`config.mk`:
```
export PLATFORM = sky130hd
export DESIGN_NAME = two_class_age_ordered_fifo_flat
export DESIGN_NICKNAME = d
export VERILOG_FILES = /design/src/sv/tcaof_pkg.sv /design/src/sv/tcaof_if.sv /design/src/sv/tcaof_cell.sv /design/src/sv/tcaof_queue.sv /design/src/sv/two_class_age_ordered_fifo.sv /design/src/flat_wrapper.sv
export SDC_FILE = /design/constraint.sdc
export NUM_CORES = 1
export LEC_CHECK = 0
export BUFFER_PORTS_ARGS = -buffer_cell sky130_fd_sc_hd__buf_2
export CORE_AREA = 2 2 317 319
export CTS_BUF_LIST = sky130_fd_sc_hd__clkbuf_8
export DETAILED_ROUTE_END_ITERATION = 16
export DIE_AREA = 0 0 319 321
export GPL_TIMING_DRIVEN = 0
export PLACE_DENSITY = 0.71
export SYNTH_ARGS = -nofsm -noshare
export SYNTH_HDL_FRONTEND = slang
export SYNTH_SLANG_ARGS = --single-unit
```
`constraint.sdc`:
```
create_clock -name clk -period 5.1 [get_ports clk]
set_input_delay 0.765 -clock clk [delete_from_list [all_inputs] [get_ports clk]]
set_output_delay 0.765 -clock clk [all_outputs]
set_load 0.05 [all_outputs]
```
`src/sv/tcaof_pkg.sv`:
```
package tcaof_pkg;

  typedef enum logic [1:0] {
    REQ_ENQ     = 2'd0,
    REQ_DEQ0    = 2'd1,
    REQ_DEQ1    = 2'd2,
    REQ_DEQ_OLD = 2'd3
  } req_t;

  typedef enum logic [1:0] {
    ST_OK    = 2'd0,
    ST_EMPTY = 2'd1,
    ST_FULL  = 2'd2
  } status_t;

  // per-cell load/shift controls
  typedef struct packed {
    logic ld;
    logic shift;
  } cell_ctrl_t;

endpackage

```
`src/sv/tcaof_if.sv`:
```
interface tcaof_in_if #(
  parameter int DATA_W = 32
);
  logic              valid;
  logic              ready;
  logic [1:0]        req_type;
  logic              item_class;
  logic [DATA_W-1:0] item_data;

  modport source (output valid, output req_type, output item_class, output item_data,
                  input ready);
  modport sink   (input valid, input req_type, input item_class, input item_data,
                  output ready);
endinterface

interface tcaof_out_if #(
  parameter int DATA_W = 32
);
  logic              valid;
  logic              ready;
  logic [1:0]        status;
  logic              out_class;
  logic [DATA_W-1:0] out_data;

  modport source (output valid, output status, output out_class, output out_data,
                  input ready);
  modport sink   (input valid, input status, input out_class, input out_data,
                  output ready);
endinterface

```
`src/sv/tcaof_cell.sv`:
```
module tcaof_cell
  import tcaof_pkg::*;
#(
  parameter int W = 38
) (
  input  logic         clk,
  input  cell_ctrl_t   ctrl,
  input  logic [W-1:0] wr_val,
  input  logic [W-1:0] nbr_val,
  output logic [W-1:0] val
);

  logic [W-1:0] val_r;
  logic [W-1:0] val_nxt;

  always_comb begin
    val_nxt = val_r;
    if (ctrl.ld) begin
      val_nxt = wr_val;
    end else if (ctrl.shift) begin
      val_nxt = nbr_val;
    end
  end

  always_ff @(posedge clk) begin
    val_r <= val_nxt;
  end

  assign val = val_r;

endmodule

```
`src/sv/tcaof_queue.sv`:
```
module tcaof_queue
  import tcaof_pkg::*;
#(
  parameter int DEPTH   = 16,
  parameter int DATA_W  = 32,
  parameter int STAMP_W = 6
) (
  input  logic               clk,
  input  logic               rst_n,
  input  logic               enq,
  input  logic               deq,
  input  logic [DATA_W-1:0]  wr_data,
  input  logic [STAMP_W-1:0] wr_stamp,
  output logic [DATA_W-1:0]  head_data,
  output logic [STAMP_W-1:0] head_stamp,
  output logic               empty,
  output logic               full
);

  localparam int W     = DATA_W + STAMP_W;
  localparam int CNT_W = $clog2(DEPTH + 1);

  logic [CNT_W-1:0] fill_r;
  logic [CNT_W-1:0] fill_nxt;
  logic [W-1:0]     cell_val [DEPTH];
  logic [W-1:0]     wr_val;

  assign wr_val = {wr_stamp, wr_data};
  assign empty  = (fill_r == '0);
  assign full   = (fill_r == CNT_W'(DEPTH));

  // Head is always cell 0; a dequeue shifts the whole row one place down,
  // an enqueue loads the first free cell.
  for (genvar i = 0; i < DEPTH; i++) begin : g_cell
    cell_ctrl_t   ctrl;
    logic [W-1:0] nbr;

    assign ctrl.ld    = enq && (fill_r == CNT_W'(i));
    assign ctrl.shift = deq;

    if (i == DEPTH - 1) begin : g_last
      assign nbr = '0;
    end else begin : g_mid
      assign nbr = cell_val[i+1];
    end

    tcaof_cell #(.W(W)) u_cell (
      .clk     (clk),
      .ctrl    (ctrl),
      .wr_val  (wr_val),
      .nbr_val (nbr),
      .val     (cell_val[i])
    );
  end

  always_comb begin
    fill_nxt = fill_r;
    if (enq) begin
      fill_nxt = fill_r + CNT_W'(1);
    end else if (deq) begin
      fill_nxt = fill_r - CNT_W'(1);
    end
  end

  always_ff @(posedge clk) begin
    if (!rst_n) begin
      fill_r <= '0;
    end else begin
      fill_r <= fill_nxt;
    end
  end

  assign head_data  = cell_val[0][DATA_W-1:0];
  assign head_stamp = cell_val[0][W-1:DATA_W];

endmodule

```
`src/sv/two_class_age_ordered_fifo.sv`:
```
// Two-class FIFO with oldest-first dequeue. Each class holds up to DEPTH
// payloads in a row of shift cells whose head always sits in the first
// cell; every successful enqueue is stamped with a STAMP_W-bit wrapping
// arrival count. Requests: enqueue to a class, dequeue class 0, dequeue
// class 1, or dequeue the older head (class 1 wins only when its stamp
// minus class 0's has the top bit set; ties go to class 0). Every request
// gives exactly one result with status ok, empty or full; errors and
// enqueues return class 0 and data 0. Each request is decided from the
// two head cells and the fill counts and lands in the result register
// the next cycle, so one request per cycle is sustained while results are
// taken. No clearing pass is needed after reset.
module two_class_age_ordered_fifo
  import tcaof_pkg::*;
#(
  parameter int DEPTH   = 16,
  parameter int DATA_W  = 32,
  parameter int STAMP_W = 6
) (
  input  logic        clk,
  input  logic        rst_n,
  tcaof_in_if.sink    in_ch,
  tcaof_out_if.source out_ch
);

  logic               accept;
  logic               enq_a, enq_b, take_a, take_b;
  logic               empty_a, empty_b, full_a, full_b;
  logic [DATA_W-1:0]  head_data_a, head_data_b;
  logic [STAMP_W-1:0] head_stamp_a, head_stamp_b, stamp_diff;
  logic               b_older;
  status_t            status_c;
  req_t               req;

  logic [STAMP_W-1:0] arrival_r, arrival_nxt;
  logic               out_valid_r, out_valid_nxt;
  status_t            status_r;
  logic               class_r;
  logic [DATA_W-1:0]  data_r;

  assign in_ch.ready = !out_valid_r || out_ch.ready;
  assign accept      = in_ch.valid && in_ch.ready;
  assign req         = req_t'(in_ch.req_type);

  assign stamp_diff = head_stamp_b - head_stamp_a;
  assign b_older    = stamp_diff[STAMP_W-1];

  always_comb begin
    enq_a    = 1'b0;
    enq_b    = 1'b0;
    take_a   = 1'b0;
    take_b   = 1'b0;
    status_c = ST_OK;
    case (req)
      REQ_ENQ: begin
        if (in_ch.item_class ? full_b : full_a) begin
          status_c = ST_FULL;
        end else begin
          enq_a = !in_ch.item_class;
          enq_b = in_ch.item_class;
        end
      end
      REQ_DEQ0: begin
        if (empty_a) status_c = ST_EMPTY;
        else         take_a   = 1'b1;
      end
      REQ_DEQ1: begin
        if (empty_b) status_c = ST_EMPTY;
        else         take_b   = 1'b1;
      end
      REQ_DEQ_OLD: begin
        if (empty_a && empty_b) begin
          status_c = ST_EMPTY;
        end else if (empty_b) begin
          take_a = 1'b1;
        end else if (empty_a) begin
          take_b = 1'b1;
        end else begin
          take_a = !b_older;
          take_b = b_older;
        end
      end
      default: status_c = ST_EMPTY;
    endcase
  end

  tcaof_queue #(.DEPTH(DEPTH), .DATA_W(DATA_W), .STAMP_W(STAMP_W)) u_queue_a (
    .clk        (clk),
    .rst_n      (rst_n),
    .enq        (accept && enq_a),
    .deq        (accept && take_a),
    .wr_data    (in_ch.item_data),
    .wr_stamp   (arrival_r),
    .head_data  (head_data_a),
    .head_stamp (head_stamp_a),
    .empty      (empty_a),
    .full       (full_a)
  );

  tcaof_queue #(.DEPTH(DEPTH), .DATA_W(DATA_W), .STAMP_W(STAMP_W)) u_queue_b (
    .clk        (clk),
    .rst_n      (rst_n),
    .enq        (accept && enq_b),
    .deq        (accept && take_b),
    .wr_data    (in_ch.item_data),
    .wr_stamp   (arrival_r),
    .head_data  (head_data_b),
    .head_stamp (head_stamp_b),
    .empty      (empty_b),
    .full       (full_b)
  );

  always_comb begin
    arrival_nxt = arrival_r;
    if (accept && (enq_a || enq_b)) begin
      arrival_nxt = arrival_r + STAMP_W'(1);
    end
    out_valid_nxt = out_valid_r;
    if (accept) begin
      out_valid_nxt = 1'b1;
    end else if (out_ch.ready) begin
      out_valid_nxt = 1'b0;
    end
  end

  always_ff @(posedge clk) begin
    if (!rst_n) begin
      arrival_r   <= '0;
      out_valid_r <= 1'b0;
    end else begin
      arrival_r   <= arrival_nxt;
      out_valid_r <= out_valid_nxt;
    end
  end

  always_ff @(posedge clk) begin
    if (accept) begin
      status_r <= status_c;
      class_r  <= take_b;
      data_r   <= take_b ? head_data_b : (take_a ? head_data_a : '0);
    end
  end

  assign out_ch.valid     = out_valid_r;
  assign out_ch.status    = status_r;
  assign out_ch.out_class = class_r;
  assign out_ch.out_data  = data_r;

endmodule

```
`src/flat_wrapper.sv`:
```
// flat-port wrapper written by rule: the top's interface ports become plain ports
module two_class_age_ordered_fifo_flat import tcaof_pkg::*;
#(
  parameter int DEPTH   = 16,
  parameter int DATA_W  = 32,
  parameter int STAMP_W = 6
)
  (clk, rst_n, in_ch_valid, in_ch_req_type, in_ch_item_class, in_ch_item_data, in_ch_ready, out_ch_valid, out_ch_status, out_ch_out_class, out_ch_out_data, out_ch_ready);
  tcaof_in_if #(.DATA_W(DATA_W)) in_ch_i ();
  tcaof_out_if #(.DATA_W(DATA_W)) out_ch_i ();
  input  logic clk;
  input  logic rst_n;
  input wire logic [$bits(in_ch_i.valid)-1:0] in_ch_valid;
  input wire logic [$bits(in_ch_i.req_type)-1:0] in_ch_req_type;
  input wire logic [$bits(in_ch_i.item_class)-1:0] in_ch_item_class;
  input wire logic [$bits(in_ch_i.item_data)-1:0] in_ch_item_data;
  output wire logic [$bits(in_ch_i.ready)-1:0] in_ch_ready;
  output wire logic [$bits(out_ch_i.valid)-1:0] out_ch_valid;
  output wire logic [$bits(out_ch_i.status)-1:0] out_ch_status;
  output wire logic [$bits(out_ch_i.out_class)-1:0] out_ch_out_class;
  output wire logic [$bits(out_ch_i.out_data)-1:0] out_ch_out_data;
  input wire logic [$bits(out_ch_i.ready)-1:0] out_ch_ready;
  assign in_ch_i.valid = in_ch_valid;
  assign in_ch_i.req_type = in_ch_req_type;
  assign in_ch_i.item_class = in_ch_item_class;
  assign in_ch_i.item_data = in_ch_item_data;
  assign in_ch_ready = in_ch_i.ready;
  assign out_ch_valid = out_ch_i.valid;
  assign out_ch_status = out_ch_i.status;
  assign out_ch_out_class = out_ch_i.out_class;
  assign out_ch_out_data = out_ch_i.out_data;
  assign out_ch_i.ready = out_ch_ready;
  two_class_age_ordered_fifo #(.DEPTH(DEPTH), .DATA_W(DATA_W), .STAMP_W(STAMP_W)) u_core (.clk(clk), .rst_n(rst_n), .in_ch(in_ch_i), .out_ch(out_ch_i));
endmodule
```
# ---- Yosys cells after proc, flatten, opt, wreduce, memory -nomap -nowiden
# Index checks and enable logic that the tools add are counted.
dict set report op_classes {
  n_reduce_logical 82
  n_eq_ne 35
  muxes 92
  addsub 6
}
# op count
set ops {}
lappend ops {{38-bit 2-to-1 mux} 64}
lappend ops {{5-bit by 4-bit equality test with 1-bit output, second input constant} 16}
lappend ops {{2-bit nonzero test} 35}
lappend ops {{32-bit 2-to-1 mux} 2}
lappend ops {{5-bit by 3-bit equality test with 1-bit output, second input constant} 8}
lappend ops {{1-bit logical AND} 39}
lappend ops {{5-bit by 2-bit equality test with 1-bit output, second input constant} 4}
lappend ops {{5-bit 2-to-1 mux} 4}
lappend ops {{1-bit 2-to-1 mux} 18}
lappend ops {{5-bit by 1-bit adder with 5-bit output, second input constant} 2}
lappend ops {{5-bit by 1-bit equality test with 1-bit output, second input constant} 2}
lappend ops {{5-bit equality test, second input constant} 2}
lappend ops {{5-bit logical NOT} 2}
lappend ops {{5-bit by 1-bit subtractor with 5-bit output, second input constant} 2}
lappend ops {{2-bit one-hot mux with 4 select lines} 1}
lappend ops {{6-bit by 1-bit adder with 6-bit output, second input constant} 1}
lappend ops {{6-bit subtractor} 1}
lappend ops {{2-bit equality test, second input constant} 2}
lappend ops {{1-bit one-hot mux with 2 select lines} 2}
lappend ops {{1-bit logical NOT} 3}
lappend ops {{2-bit by 1-bit equality test with 1-bit output, second input constant} 1}
lappend ops {{2-bit logical NOT} 1}
lappend ops {{1-bit logical OR} 2}
lappend ops {{2-bit 2-to-1 mux} 1}
dict set report totals {
  word_cells 254
  in_bits 39
  register_bits 1268
}

# ---- Depth between registers and ports, before layout
dict set report depth {
  depth_word 9
  mapped_depth 11
}

# ---- Cells and area by module
# Synthesis repeated with hierarchy kept, for this count alone.
dict set report unflattened {
  hier_cells 2868
  area_unflattened_um2 55719.7
}
# module seq_area_each_um2 n_inst cells_per_inst area_each_um2
set by_module_without_submodules {}
lappend by_module_without_submodules {tcaof_cell 1141.1 32 81 1646.6}
lappend by_module_without_submodules {two_class_age_ordered_fifo 1191.1 1 144 2015.7}
lappend by_module_without_submodules {tcaof_queue 100.1 2 66 506.7}

# ---- Worst setup path before layout
# Ideal clock, no wire load.
dict set report synth_timing {
  path_type {input-to-reg}
  start {input port out_ch_ready}
  end {register u_core.u_queue_b.g_cell[8].u_cell.val_r[0] (enable)}
  t_arrival_ns 4.666
  path_stages 5
  t_required_ns 4.614
  n_path_buf 1
  setup_slack_ns -0.052
  setup_ns 0.486
  path_cell_list {nand2b_1 > nand4_1 > or2_1 > clkbuf_1 > o21ai_0}
}
dict set report synth_via {
  elab_chain_len 5
}
# element line_no
set synth_rtl {}
lappend synth_rtl {{start: declaration} flat_wrapper.sv:22} ;# input wire logic [$bits(out_ch_i.ready)-1:0] out_ch_ready;
lappend synth_rtl {{1-bit logical OR *} two_class_age_ordered_fifo.sv:40} ;# assign in_ch.ready = !out_valid_r || out_ch.ready;
lappend synth_rtl {{1-bit logical AND *} two_class_age_ordered_fifo.sv:41} ;# assign accept = in_ch.valid && in_ch.ready;
lappend synth_rtl {{1-bit logical AND} two_class_age_ordered_fifo.sv:102} ;# .enq (accept && enq_b),
lappend synth_rtl {{1-bit logical AND} tcaof_queue.sv:38} ;# assign ctrl.ld = enq && (fill_r == CNT_W'(i));
lappend synth_rtl {{2-bit nonzero test (no source line) *} --}
lappend synth_rtl {{end signal: assignment} tcaof_cell.sv:26} ;# val_r <= val_nxt;
lappend synth_rtl {{end: declaration} tcaof_cell.sv:13} ;# logic [W-1:0] val_r;
# Mark *: on every way between the ends. The rest lies on a longest branch, timed or not.
# A chain may end at the register's enable or synchronous reset.

# ---- Worst setup path after layout
dict set report layout_timing {
  start {register u_core.out_valid_r, in the netlist u_core.out_ch.valid}
  end {register u_core.u_queue_b.g_cell[15].u_cell.val_r[17] (enable)}
}
dict set report layout_via {
  elab_chain_len 6
}
# element line_no
set layout_rtl {}
lappend layout_rtl {{start: declaration} two_class_age_ordered_fifo.sv:35} ;# logic out_valid_r, out_valid_nxt;
lappend layout_rtl {{start signal: assignment} two_class_age_ordered_fifo.sv:131} ;# out_valid_r <= out_valid_nxt;
lappend layout_rtl {{1-bit logical NOT *} two_class_age_ordered_fifo.sv:40}
lappend layout_rtl {{1-bit logical OR *} two_class_age_ordered_fifo.sv:40}
lappend layout_rtl {{1-bit logical AND *} two_class_age_ordered_fifo.sv:41}
lappend layout_rtl {{named net u_core.accept} two_class_age_ordered_fifo.sv:25} ;# logic accept;
lappend layout_rtl {{1-bit logical AND} two_class_age_ordered_fifo.sv:102}
lappend layout_rtl {{1-bit logical AND} tcaof_queue.sv:38}
lappend layout_rtl {{2-bit nonzero test (no source line) *} --}
lappend layout_rtl {{end signal: assignment} tcaof_cell.sv:26}
lappend layout_rtl {{end: declaration} tcaof_cell.sv:13}
# Mark *: on every way through the listed nets, which the timed path passes. The rest lies on a longest branch.

==> metrics list <==
- Total Neg Setup Slack: 0 ns
- STA classifies the critical path endpoint as a register.
- Number of buffers inserted by post-CTS setup repair: 0
- Die X-Extent: 319 um
- In this run the critical register-to-register path is launched from u_core.out_ch.valid$_SDFFE_PN0P_.
* Sum of net half-perimeters after detailed placement: 78.6 mm
- Share of final-layout standard cells stronger than drive strength 1: 47.1%
- Die height: 321 um
* Post-CTS clock slew at the launch and capture registers of the worst setup and hold paths: 0.06 ns
- For this design, the sink count on the clock tree is 1268.
- Derived from the worst setup path, the maximum achievable clock frequency is 0.208 GHz.
- Min-delay src: rst_n
* RSZ-0062 raised after global routing: false
- In the synthesized netlist the dominant register cell turns out to be edfxtp_1.
- Destination of the worst register-to-register timing path: u_core.u_queue_b.g_cell[15].u_cell.val[17]$_SDFFCE_PN0P_
- Wires add up to 113 mm.
- Min cycle time layout: 4.81 ns
- Maximum Capacitance Violations: 0
* Number of CTS-inserted buffers: 194
- For the pin with the worst max-slew slack, the measured transition is 1.15 ns.
- After global routing the overflow that remains totals 0.
- STA classifies the critical path startpoint as a register.
* Endpoint of the worst hold path: u_core.u_queue_a.fill_r[3]$_SDFFE_PN0P_
* Final Hold Vio Count: 0
- The via count of the first global-routing pass was 27800.
- The run finished with clean final reports.
- Areal power density over the cells: 382 mW/mm^2
- After detailed routing, the number of vias per cell comes to 5.65.
- In this run the tightest slew margin relative to its limit is 23.2%.
- Endpoint arrival time on the critical path: 5.14 ns
* Final non-filler cell area: 0.0607 sq mm
* Layout Area Growth over Synthesis: 12.1%
* Post-route worst hold slack: 0.264 ns
- In this run the number of H-tree levels came out at 4.
- Number of storage elements in the synthesis netlist: 1268
- In this run the cell area measured after placement is 0.0572 sq mm.
- The share of the Yosys chip area taken by registers is 70.0%.
- Worst path required time: 5.43 ns
* Synth Cell Area: 0.0542 sq mm
* Total number of yosys warnings: 0
- Clock latency on the worst-skew pair, taken at its later pin, is 0.83 ns.
- Worst reg2reg path depth: 6
* Pre-antenna DRT Iters: 5
- Largest buffer count on any clock path: 3
* Global placement routability congestion: 0.869
* Cts-stage hold buffer count: 0
- The critical path is of the reg -> reg type.
* Remaining design rule violation count: 0
- Initial standard-cell utilization of the core: 54.6%
* Global-route wire length before repair: 171 mm
- Drt initial violations: 2285
- The detail route stage leaves a number of antenna-violating nets equal to 0.
- Clock tree root buffer cell: clkbuf_8
- Standby leakage power: 20.3 nW
- Worst reg-to-reg setup slack: 0.29 ns
* Fin Clk Skew: 0.0272 ns
- In this run the count of I/O pins placed on the die edge is 76.
- Entering global routing, the biggest net connects 44 pins.
* Final Power: 23.2 mW
- Along the worst hold path, the cell count comes to 3.
* Net count reported at finish: 3361
* Mean instance size in the synthesized netlist: 18.0 sq um
- Of all nets on the critical path, the largest fanout is 43.
* Wire per inst: 23.6 um
- Pins over their slew limit: 0
* Post-synthesis net count: 3064
* Post-synthesis async set-or-reset flop share: 0%
* Detailed-route via count: 26900
- Number of buffers inserted by port buffering: 75
- Post-synthesis cell type count: 48
- Die Footprint: 0.102 sq mm
* Number of failing setup endpoints in the final timing report: 0
- Final Cycle Share: 94.3%
* Core Region: 0.0993 sq mm
- Worst hold path type: in -> reg
- TritonCTS built the clock tree.
* Number of flops mapped to enable cells by yosys: 1251
- Synthesis produced a netlist whose cell count is 3008.
- Initial antenna violation count: 10
- The floorplan has 116 rows.
- Max rail drop VDD: 0.270 mV
* Global routing usage summed across all routing layers: 22.0%
worst max-delay path by stage:
stage,from,to,slack (ns),cells after the start
floorplan,out_ch_ready,u_core.u_queue_b.g_cell[8].u_cell.val[0]$_DFFE_PP_,-0.05,5
global placement,out_ch_ready,u_core.u_queue_b.g_cell[2].u_cell.val[28]$_DFFE_PP_,-2.21,7
detailed placement,out_ch_ready,u_core.u_queue_b.g_cell[15].u_cell.val[11]$_SDFFCE_PN0P_,-0.34,7
CTS,u_core.out_ch.valid$_SDFFE_PN0P_,u_core.u_queue_b.g_cell[15].u_cell.val[16]$_SDFFCE_PN0P_,0.26,6
global route,u_core.out_ch.valid$_SDFFE_PN0P_,u_core.u_queue_b.g_cell[15].u_cell.val[16]$_SDFFCE_PN0P_,0.07,6
finish,u_core.out_ch.valid$_SDFFE_PN0P_,u_core.u_queue_b.g_cell[15].u_cell.val[17]$_SDFFCE_PN0P_,0.29,6
flip-flops by register name, summed over array words and instances, names as in the netlist, 2 cells and up:
register	count
u_core.out_ch.status	2
u_core.u_queue_a.g_cell.u_cell.val	608
u_core.out_ch.out_data	32
u_core.u_queue_b.fill_r	5
u_core.arrival_r	6
u_core.u_queue_a.fill_r	5
u_core.u_queue_b.g_cell.u_cell.val	608
cell usage after synthesis (2+ instances only):
cell type / n / area share, %
buf_6: 7 / 0.15
a311o_1: 2 / 0.037
xnor2_1: 2 / 0.032
or3_1: 3 / 0.035
mux2_1: 4 / 0.083
a22o_1: 32 / 0.52
a21oi_1: 10 / 0.092
o311ai_0: 2 / 0.032
dfxtp_1: 17 / 0.63
buf_2: 56 / 0.52
a32oi_1: 2 / 0.032
edfxtp_1: 1251 / 69
nand2b_1: 9 / 0.10
nand3_1: 7 / 0.065
or2_1: 3 / 0.035
inv_1: 14 / 0.097
nand2_1: 36 / 0.25
xor2_1: 3 / 0.049
ha_1: 17 / 0.39
nor2b_1: 3 / 0.035
clkbuf_1: 143 / 0.99
a31oi_1: 2 / 0.023
o21ai_0: 32 / 0.30
nor3_1: 4 / 0.037
and3_1: 81 / 0.94
nor2_1: 39 / 0.27
buf_4: 63 / 0.87
mux2i_1: 4 / 0.074
nand4_1: 5 / 0.058
mux2_2: 1137 / 24
routing by layer:
layer / vias to the layer above / wire, um / track usage (%)
met1: 13700 / 50900 / 30.8
met3: 169 / 5600 / 3.66
met2: 773 / 53700 / 35.6
met4: 4 / 2440 / 6.52
li1: 12300 / - / -
met5: - / 25 / 0
final cells by class:
class / count / area [sq um]
well taps: 1298 / 1620
multi-input cells: 1455 / 15200
fillers: 6993 / 38500
inverters: 15 / 57.6
clock inverters: 152 / 741
plain buffers: 270 / 1380
diodes: 5 / 12.5
clock buffers: 201 / 2770
flip-flops and latches: 1268 / 37900
repair buffers: 101 / 1090
layout by cell type, fill, tap and decap left out, types with 3 or more instances in the layout:
cell and n:
edfxtp_1 1251, mux2_2 1137, clkbuf_8 201, clkbuf_1 143, buf_2 131, inv_1 82
and3_1 81, buf_4 63, clkinv_1 57, nor2_1 39, a22o_1 32, nand2_1 30
o21ai_4 26, buf_16 26, ha_1 17, dfxtp_1 17, clkinv_2 15, a21oi_1 10
nand2b_1 9, nand3_1 7, buf_6 7, o21ai_0 6, nand2_2 6, diode_2 5
nand4_1 5, mux2_1 4, nor3_1 4, mux2i_1 4, clkinvlp_4 4, bufinv_16 4
or2_1 3, nor2b_1 3, xor2_1 3, or3_1 3, inv_8 3
cells by family after synthesis:
| kind of cell | after synthesis | share of synthesized area [%] |
|---|---|---|
| buffers and inverters | 285 | 2.64 |
| DFF | 1268 | 70.0 |
| adders and majority gates | 17 | 0.393 |
| muxes | 1145 | 23.8 |
| AOI/OAI and AO/OA | 92 | 1.21 |
| xor gates and xnor gates | 5 | 0.0808 |
| and+or+nand+nor | 196 | 1.93 |
worst max-delay path, cell delays in order (launching register included):
cell	delay, ns
dfxtp_1	0.33
nand2b_1	0.22
nand2_1	0.26
clkinv_2	0.76
nand2_1	0.91
clkdlybuf4s15_1	1.00
nand2_2	0.82
through the flow:
stage	setup slack (ns)	std cells	utilization [%]
global route	0.0708	4762	61.2
finish	0.290	4765	61.2
CTS	0.256	4760	61.2
detailed placement	-0.344	4407	57.6
floorplan	-0.0525	3008	-
global placement	-2.21	4381	56.6
power breakdown:
group          total (mW)  switching (mW)  internal, mW  leakage, nW
Sequential           13.1           0.293          12.8         11.5
Clock                7.69            3.84          3.85         2.04
Combinational        2.46            1.54         0.919         6.74
Total                23.2            5.67          17.5         20.3
timing repair:
item / CTS / global route
setup endpoints to repair: 0 / 35
hold endpoints to repair: 0 / 0
gates resized for setup: 0 / 1
(Power assumes the default switching activity.)
